File: config.mk
export PLATFORM = sky130hd
export DESIGN_NAME = srwr_matcher
export DESIGN_NICKNAME = d
export VERILOG_FILES = /design/src/design/srwr_pkg.sv /design/src/design/srwr_matcher.sv
export SDC_FILE = /design/constraint.sdc
export NUM_CORES = 1
export LEC_CHECK = 0
export ABC_CLOCK_PERIOD_IN_PS = 4700
export BUFFER_PORTS_ARGS = -buffer_cell sky130_fd_sc_hd__buf_2
export CELL_PAD_IN_SITES_DETAIL_PLACEMENT = 1
export CELL_PAD_IN_SITES_GLOBAL_PLACEMENT = 1
export CORE_AREA = 2 2 364 366
export CTS_CLUSTER_SIZE = 40
export DETAILED_ROUTE_END_ITERATION = 8
export DIE_AREA = 0 0 366 368
export PLACE_DENSITY = 0.51
export REMOVE_ABC_BUFFERS = 1
export SYNTH_ARGS = -nofsm -noshare
export SYNTH_HDL_FRONTEND = slang
export SYNTH_SLANG_ARGS = --single-unit
File: constraint.sdc
create_clock -name clk -period 4.7 [get_ports clk]
set_input_delay 0.94 -clock clk [delete_from_list [all_inputs] [get_ports clk]]
set_output_delay 0.94 -clock clk [all_outputs]
set_load 0.01 [all_outputs]
File: src/design/srwr_pkg.sv
package srwr_pkg;

    // Command codes carried with each input beat.
    localparam logic [1:0] CMD_CLEAR = 2'd0;
    localparam logic [1:0] CMD_ROOT  = 2'd1;
    localparam logic [1:0] CMD_SENT  = 2'd2;

    // Word separator in the sentence stream.
    localparam logic [7:0] SPACE_CHAR = 8'd32;

    // One input beat as it travels through the block.
    typedef struct packed {
        logic [1:0] command;
        logic [7:0] ch;
        logic       last;
    } item_t;

endpackage

File: src/design/srwr_matcher.sv
module srwr_matcher #(
    parameter int MAX_ROOTS    = 64,
    parameter int MAX_ROOT_LEN = 32,
    localparam int RIW = (MAX_ROOTS > 1) ? $clog2(MAX_ROOTS) : 1,
    localparam int RCW = $clog2(MAX_ROOTS + 1),
    localparam int PW  = $clog2(MAX_ROOT_LEN + 1)
) (
    input  logic            clk,
    input  logic            rst_n,
    input  srwr_pkg::item_t s1_item,
    input  logic            s1_fire,
    input  logic [MAX_ROOTS*8-1:0] row,
    input  logic [RCW-1:0]  root_count,
    input  logic [PW-1:0]   root_len [MAX_ROOTS],
    input  logic            root_add,
    output logic [PW-1:0]   word_pos_next,
    output logic            keep
);
    import srwr_pkg::*;

    localparam logic [PW-1:0] ROOT_LEN_P = PW'(MAX_ROOT_LEN);

    logic [MAX_ROOTS-1:0] alive_reg, alive_next;
    logic [MAX_ROOTS-1:0] active;
    logic [MAX_ROOTS-1:0] mismatch;
    logic [MAX_ROOTS-1:0] lane_hit;
    logic [PW-1:0]        wp_reg, wp_next;
    logic                 skip_reg, skip_next;
    logic                 pos_ok;
    logic                 is_space;
    logic                 hit;

    // Every root lane compares its letter at the current word position.
    always_comb
    begin
        pos_ok = (wp_reg < ROOT_LEN_P);
        for (int i = 0; i < MAX_ROOTS; i++)
        begin
            active[i]   = (RCW'(i) < root_count);
            mismatch[i] = !pos_ok || (wp_reg >= root_len[i])
                          || (row[i*8 +: 8] != s1_item.ch);
            lane_hit[i] = active[i] && alive_reg[i] && !mismatch[i]
                          && (root_len[i] == wp_reg + 1'b1);
        end
        hit = |lane_hit;
    end

    // Word state update for the beat leaving the input stage.
    always_comb
    begin
        is_space   = (s1_item.ch == SPACE_CHAR);
        alive_next = alive_reg;
        wp_next    = wp_reg;
        skip_next  = skip_reg;
        if (s1_fire)
        begin
            unique case (s1_item.command)
                CMD_CLEAR:
                begin
                    alive_next = '1;
                    wp_next    = '0;
                    skip_next  = 1'b0;
                end
                CMD_ROOT:
                begin
                    if (root_add)
                    begin
                        alive_next[root_count[RIW-1:0]] = (wp_reg == '0) && !skip_reg;
                    end
                end
                CMD_SENT:
                begin
                    if (is_space || s1_item.last)
                    begin
                        alive_next = '1;
                        wp_next    = '0;
                        skip_next  = 1'b0;
                    end
                    else if (!skip_reg)
                    begin
                        alive_next = alive_reg & ~(active & mismatch);
                        wp_next    = pos_ok ? wp_reg + 1'b1 : wp_reg;
                        skip_next  = hit;
                    end
                end
                default:
                begin
                end
            endcase
        end
    end

    always_ff @(posedge clk or negedge rst_n)
    begin
        if (!rst_n)
        begin
            alive_reg <= '1;
            wp_reg    <= '0;
            skip_reg  <= 1'b0;
        end
        else
        begin
            alive_reg <= alive_next;
            wp_reg    <= wp_next;
            skip_reg  <= skip_next;
        end
    end

    assign word_pos_next = wp_next;
    assign keep          = is_space || !skip_reg;

    a_skip_after_letter: assert property (@(posedge clk) disable iff (!rst_n)
        skip_reg |-> (wp_reg != '0))
        else $error("suppression active with no letter matched");

    a_pos_bound: assert property (@(posedge clk) disable iff (!rst_n)
        wp_reg <= ROOT_LEN_P)
        else $error("word position past saturation");

    a_sentence_end: assert property (@(posedge clk) disable iff (!rst_n)
        (s1_fire && (s1_item.command == CMD_SENT) && s1_item.last)
        |=> (wp_reg == '0 && !skip_reg && alive_reg == '1))
        else $error("word state not restarted after sentence end");

endmodule

; Yosys cells after proc, flatten, opt, wreduce, memory -nomap -nowiden
; Cells that the tools add are included.
; W data, S select, Z words.
[classes]
add_sub_neg = 1
eq_ne = 133
bitwise_logic = 3
n_mux = 15
n_lt_le_gt_ge = 131
n_reduce_logical = 397
[ops]
columns = operator, count
row1 = $ne A8 B8 Y1, 64
row2 = $eq A6 B6 Y1, 64
row3 = $ge A6 B6 Y1, 64
row4 = $lt A6 B7 Y1 const A, 32
row5 = $logic_and A1 B1 Y1, 194
row6 = $mux W64, 3
row7 = $pmux W64 S3, 1
row8 = $logic_or A1 B1 Y1, 130
row9 = $and A64 B64 Y64, 2
row10 = $lt A5 B7 Y1 const A, 16
row11 = $logic_not A1 Y1, 66
row12 = $bwmux W64, 1
row13 = $not A64 Y64, 1
row14 = $reduce_or A64 Y1, 1
row15 = $lt A4 B7 Y1 const A, 8
row16 = $lt A3 B7 Y1 const A, 4
row17 = $mux W6, 4
row18 = $lt A1 B7 Y1 const A, 2
row19 = $lt A2 B7 Y1 const A, 2
row20 = $pmux W6 S2, 1
row21 = $eq A8 B6 Y1 const B, 1
row22 = $lt A6 B7 Y1 const B, 1
row23 = $add A6 B1 Y6 const B, 1
row24 = $demux W1 S6, 1
row25 = other kinds (14), 16
[totals]
inputBits = 918
elab_cells = 683
ff_bits = 71
output_inout_bits = 7

; Depth between registers and ports, before layout
[depth]
word_depth = 11
ltp_mapped = 15
ltp_nobuf = 11

; Worst setup path after synthesis
; OpenSTA, ideal clock, no wires.
[synth_path]
path_kind = flip-flop to flip-flop
from = register wp_reg[5]
to = register skip_reg
setup_ns = 0.086
path_slack_ns = 0.299
n_path_buf = 6
arrival_time_ns = 4.315
t_required_ns = 4.614
period_less_slack_ns = 4.401
stages_incl_launch_ff = 15
path_cell_list = dfrtp_1 > clkbuf_1 > clkbuf_1 > clkbuf_1 > inv_1 > ha_1 > buf_2 > buf_2 > buf_2 > xor2_1 > nor4b_1 > o211ai_1 > o41ai_1 > nor4_1 > a32oi_1
[synth_between]
elab_chain_cells = 11
word_cells_on_any_way = 455
cone_classes = 1 x add/sub / 65 x order compare / 64 x eq/ne / 3 x mux / 322 x reduce/logical
[synth_lines]
columns = item, line_no
row1 = "start, declared", srwr_matcher.sv:27  ; logic [PW-1:0] wp_reg, wp_next;
row2 = "start signal, assigned", srwr_matcher.sv:104  ; wp_reg <= wp_next;
row3 = $lt A6 B6 Y1, srwr_matcher.sv:36  ; pos_ok = (wp_reg < ROOT_LEN_P);
row4 = $logic_not A1 Y1, srwr_matcher.sv:40  ; mismatch[i] = !pos_ok || (wp_reg >= root_len[i])
row5 = $logic_or A1 B1 Y1, srwr_matcher.sv:40
row6 = $logic_or A1 B1 Y1, srwr_matcher.sv:41  ; || (row[i*8 +: 8] != s1_item.ch);
row7 = $logic_not A1 Y1, srwr_matcher.sv:42  ; lane_hit[i] = active[i] && alive_reg[i] && !mismatch[i]
row8 = $logic_and A1 B1 Y1, srwr_matcher.sv:42
row9 = $logic_and A1 B1 Y1, srwr_matcher.sv:43  ; && (root_len[i] == wp_reg + 1'b1);
row10 = $reduce_or A64 Y1 (*), srwr_matcher.sv:45  ; hit = |lane_hit;
row11 = $mux W1 (*), srwr_matcher.sv:79  ; else if (!skip_reg)
row12 = $mux W1 (*), srwr_matcher.sv:73  ; if (is_space || s1_item.last)
row13 = $pmux W1 S2 (*), srwr_matcher.sv:57  ; unique case (s1_item.command)
row14 = "end signal, assigned", srwr_matcher.sv:105  ; skip_reg <= skip_next;
row15 = "end, declared", srwr_matcher.sv:28  ; logic skip_reg, skip_next;
; Mark *: on every way between the ends. The rest lies on a longest branch, timed or not.
; A chain may end at the register's enable or synchronous reset.

; Worst setup path after layout
[layout_path]
from = register wp_reg[2]
to = register skip_reg
; Same word-level chain as after synthesis.

==> results.sh <==
export IMPL_cellLeakagePower_nw=15.1
export IMPL_flow_area_growth_from_synthesis_pct=29.8
export IMPL_remaining_drc_errors=0
export IMPL_critPathTopFamily="simple AND/OR/NAND/NOR gates"
export IMPL_numPortBuffers=924
export IMPL_postSynthAreaPerCell_um2=7.58
export IMPL_synth_top_cell_area_share_pct=19.5
export IMPL_syn_instance_count=3319
export IMPL_detailroute_via_count=28400
export IMPL_slew_viol_final=0
export IMPL_p_seq_share_pct=20.2
export IMPL_finalCriticalPeriod_ns=4.45
export IMPL_max_cap_violations=0
export IMPL_max_freq_mhz=225
export IMPL_first_global_vias=30400
export IMPL_cp_buffers_inverters=2
export IMPL_min_delay_path_class="reg -> reg"
export IMPL_ctsHtreeMaxLevel=3
export IMPL_groute_usage_overall_pct=23.4
export IMPL_design_die_area_um2=135000
export IMPL_routed_via_density=4.77
export IMPL_total_power_mw=4.93
export IMPL_global_route_wire_length_before_repair_um=227000
export IMPL_critical_path_peak_fanout=20
export IMPL_synth_largest_area_cell="sky130_fd_sc_hd__ha_1"
export IMPL_yosys_top_cells_area="sky130_fd_sc_hd__ha_1 19%, sky130_fd_sc_hd__xnor2_1 16%, sky130_fd_sc_hd__xor2_1 12%"
export IMPL_report_final_setup_viol=0
export IMPL_post_synth_instance_area_um2=25200
export IMPL_netSwitchingFraction_pct=46.7
export IMPL_worstPathCellList="and3_1 -> nand3_1 -> ha_4 -> buf_4 -> buf_4 -> xnor2_1 -> nand4b_1 -> nor4_1 -> a32oi_1 -> nand4_1 -> nor4_1 -> a32oi_1"
export IMPL_wl_per_cell_um=27.3
export IMPL_synth_yosys_seq_area_share_pct=7.38
export IMPL_finalWorstSetupSlack_ns=0.253
export IMPL_synthesis_yosys_warnings=0
export IMPL_chipWidth_um=366
export IMPL_finalInstanceArea_um2=32600
export IMPL_worst_ep_required_time_ns=4.94
export IMPL_synth_edff_count=0
export IMPL_antenna_violating_nets_post_route=0
export IMPL_yosys_register_bits=71
export IMPL_dpl_hpwl_um=134000
export IMPL_antenna_found_initial=74
export IMPL_tritoncts_num_sinks=71
export IMPL_globalplace_congestion=0.856
export IMPL_insertion_delay_ns=0.39
export IMPL_share_of_async_settable_or_async_resettable_flops_after_synthesis_pct=100
export IMPL_grt_setup_unrepaired="false"
export IMPL_dr_first_iter_drc_count=1023
export IMPL_grt_overflow_total=0
export IMPL_top_level_ports=925
export IMPL_cp_slowest_stage_delay_ns=0.71
export IMPL_critPathLaunchType="register"
export IMPL_post_placement_worst_setup_slack_ns=0.138
export IMPL_clock_skew_ns=0.0120
export IMPL_totalWireLength_um=162000
export IMPL_ys_dominant_reg_cell="sky130_fd_sc_hd__dfstp_2"
export IMPL_post_cts_setup_repair_bufs=0
export IMPL_final_net_count=5475
export IMPL_hold_worst_slack_ns=0.560
export IMPL_power_combinational_fraction_pct=63.1
export IMPL_p_switching_mw=2.30
export IMPL_cts_repair_resized_insts=0
export IMPL_pin_count_of_the_biggest_net_entering_global_routing=81
export IMPL_critPathArrivalTime_ns=4.68
export IMPL_cts_inserted_buffers=9
export IMPL_detailed_place_area_um2=32300
export IMPL_critical_path_class="reg -> reg"
export IMPL_worst_setup_hold_path_clk_slew_ns=0.07
export IMPL_drive_gt1_share_pct=27.0
export IMPL_largest_register_ffs=64
export IMPL_starting_utilization_of_the_core_area_pct=19.2
export IMPL_netlist_cell_types=61
export IMPL_max_clock_path_buffers=2
export IMPL_status="completed"
export IMPL_layout_worst_path_cycle_share_pct=94.6
export IMPL_slew_headroom_pct=17.4
export IMPL_worst_ir_drop_vdd_mv=0.203
export IMPL_core_outline_area_um2=131000
export IMPL_power_per_cell_area_nw_per_um2=151
export IMPL_cts_root_buf="sky130_fd_sc_hd__clkbuf_16"
export IMPL_intPower_mw=2.63
export IMPL_placementRows=133
export IMPL_die_height_um=368
export IMPL_timing_critical_path_slowest_stage_cell="sky130_fd_sc_hd__dfrtp_4"
export IMPL_power_frac_clock_pct=16.7
export IMPL_tritoncts="built"
export IMPL_critPathCaptureType="register"
export IMPL_mostFrequentLayoutCell="sky130_fd_sc_hd__buf_2"
export IMPL_timing_final_hold_violations=0
export IMPL_layout_cells_most_common_list="915 x sky130_fd_sc_hd__buf_2, 458 x sky130_fd_sc_hd__xnor2_1, 386 x sky130_fd_sc_hd__ha_1, 354 x sky130_fd_sc_hd__xor2_1, 326 x sky130_fd_sc_hd__inv_1"
export IMPL_cts_hold_buffers=0
export IMPL_worst_tran_pin_value_ns=1.24
export IMPL_drt_pass1_iter_count=6
export IMPL_post_route_util_pct=25.0
## path summary, 6_finish.rpt
path / startpoint / end / slack (ns) / cells past startpoint
worst max-delay path: wp_reg[2]$_DFF_PN0_ / skip_reg$_DFFE_PN0P_ / 0.25 / 12
worst min-delay path: alive_reg[18]$_DFFE_PN1P_ / alive_reg[18]$_DFFE_PN1P_ / 0.56 / 2
worst max register to register: wp_reg[2]$_DFF_PN0_ / skip_reg$_DFFE_PN0P_ / 0.25 / 12
worst min register to register: alive_reg[18]$_DFFE_PN1P_ / alive_reg[18]$_DFFE_PN1P_ / 0.56 / 2
max in group asynchronous: rst_n / alive_reg[35]$_DFFE_PN1P_ / 3.02 / 2
min in group asynchronous: rst_n / wp_reg[2]$_DFF_PN0_ / 0.65 / 1
## synthesized netlist by cell type, types with 18 or more instances
library cell	n
sky130_fd_sc_hd__xnor2_1	458
sky130_fd_sc_hd__a2111oi_0	57
sky130_fd_sc_hd__nor2_1	41
sky130_fd_sc_hd__nand2_1	237
sky130_fd_sc_hd__a21oi_1	244
sky130_fd_sc_hd__buf_4	18
sky130_fd_sc_hd__clkbuf_1	80
sky130_fd_sc_hd__nand4_1	102
sky130_fd_sc_hd__o31ai_1	64
sky130_fd_sc_hd__nor4_1	82
sky130_fd_sc_hd__ha_1	391
sky130_fd_sc_hd__o211ai_1	34
sky130_fd_sc_hd__nor3_1	115
sky130_fd_sc_hd__nand2b_1	68
sky130_fd_sc_hd__a211oi_1	29
sky130_fd_sc_hd__o2111ai_1	38
sky130_fd_sc_hd__o21ai_1	38
sky130_fd_sc_hd__nand4b_1	40
sky130_fd_sc_hd__inv_1	327
sky130_fd_sc_hd__o21ai_0	161
sky130_fd_sc_hd__xor2_1	354
sky130_fd_sc_hd__xnor3_1	18
sky130_fd_sc_hd__buf_2	75
sky130_fd_sc_hd__dfstp_2	64
sky130_fd_sc_hd__nor4b_1	29
sky130_fd_sc_hd__nand3_1	37
## tightest hold or removal path, stage by stage (launching register included)
cell	delay, ns
sky130_fd_sc_hd__dfstp_2	0.40
sky130_fd_sc_hd__o21ai_0	0.09
sky130_fd_sc_hd__o21ai_1	0.07
## cell type report
cell class | instances | area, um2
fill | 16100 | 98100
tap | 1755 | 2200
multi-input combinational | 2735 | 21300
inverter | 330 | 1240
sequential | 71 | 1880
clock inverter | 7 | 96.3
clock buffer | 9 | 225
timing repair buffer | 1019 | 5670
antenna | 20 | 50.0
## power groups by stage
stage | clock, mW | combinational (mW) | sequential, mW
after CTS | 0.868 | 3.17 | 1.00
after global routing | 0.880 | 3.47 | 1.02
after detailed placement | 0 | 3.15 | 1.01
after global placement | 0 | 3.10 | 1.01
final | 0.823 | 3.11 | 0.995
after floorplan | 0 | 1.67 | 0.919
## logic make-up after synthesis
family / share of synthesized area (%)
xor gates and xnor gates: 30.2
and+or+nand+nor: 16.7
AOI/OAI and AO/OA: 17.9
buffers and inverters: 8.33
adders and majority gates: 19.5
DFF: 7.38
## per-layer routing
metal | GRT usage [%] | vias to the layer above | part of all wire [%]
li1 | - | 13500 | -
met1 | 29.3 | 13900 | 44
met2 | 42.2 | 762 | 50
met3 | 4.16 | 159 | 4.5
met4 | 3.54 | 44 | 1.6
met5 | 0 | - | 0.18
## metrics by stage
| stage | std cells | setup TNS (ns) |
|---|---|---|
| CTS | 5926 | 0 |
| global route | 5936 | 0 |
| floorplan | 3136 | -86.29 |
| detailed placement | 5910 | 0 |
| finish | 5946 | 0 |
| global placement | 5910 | 0 |
Note: power is estimated with default switching activity, not from simulation.
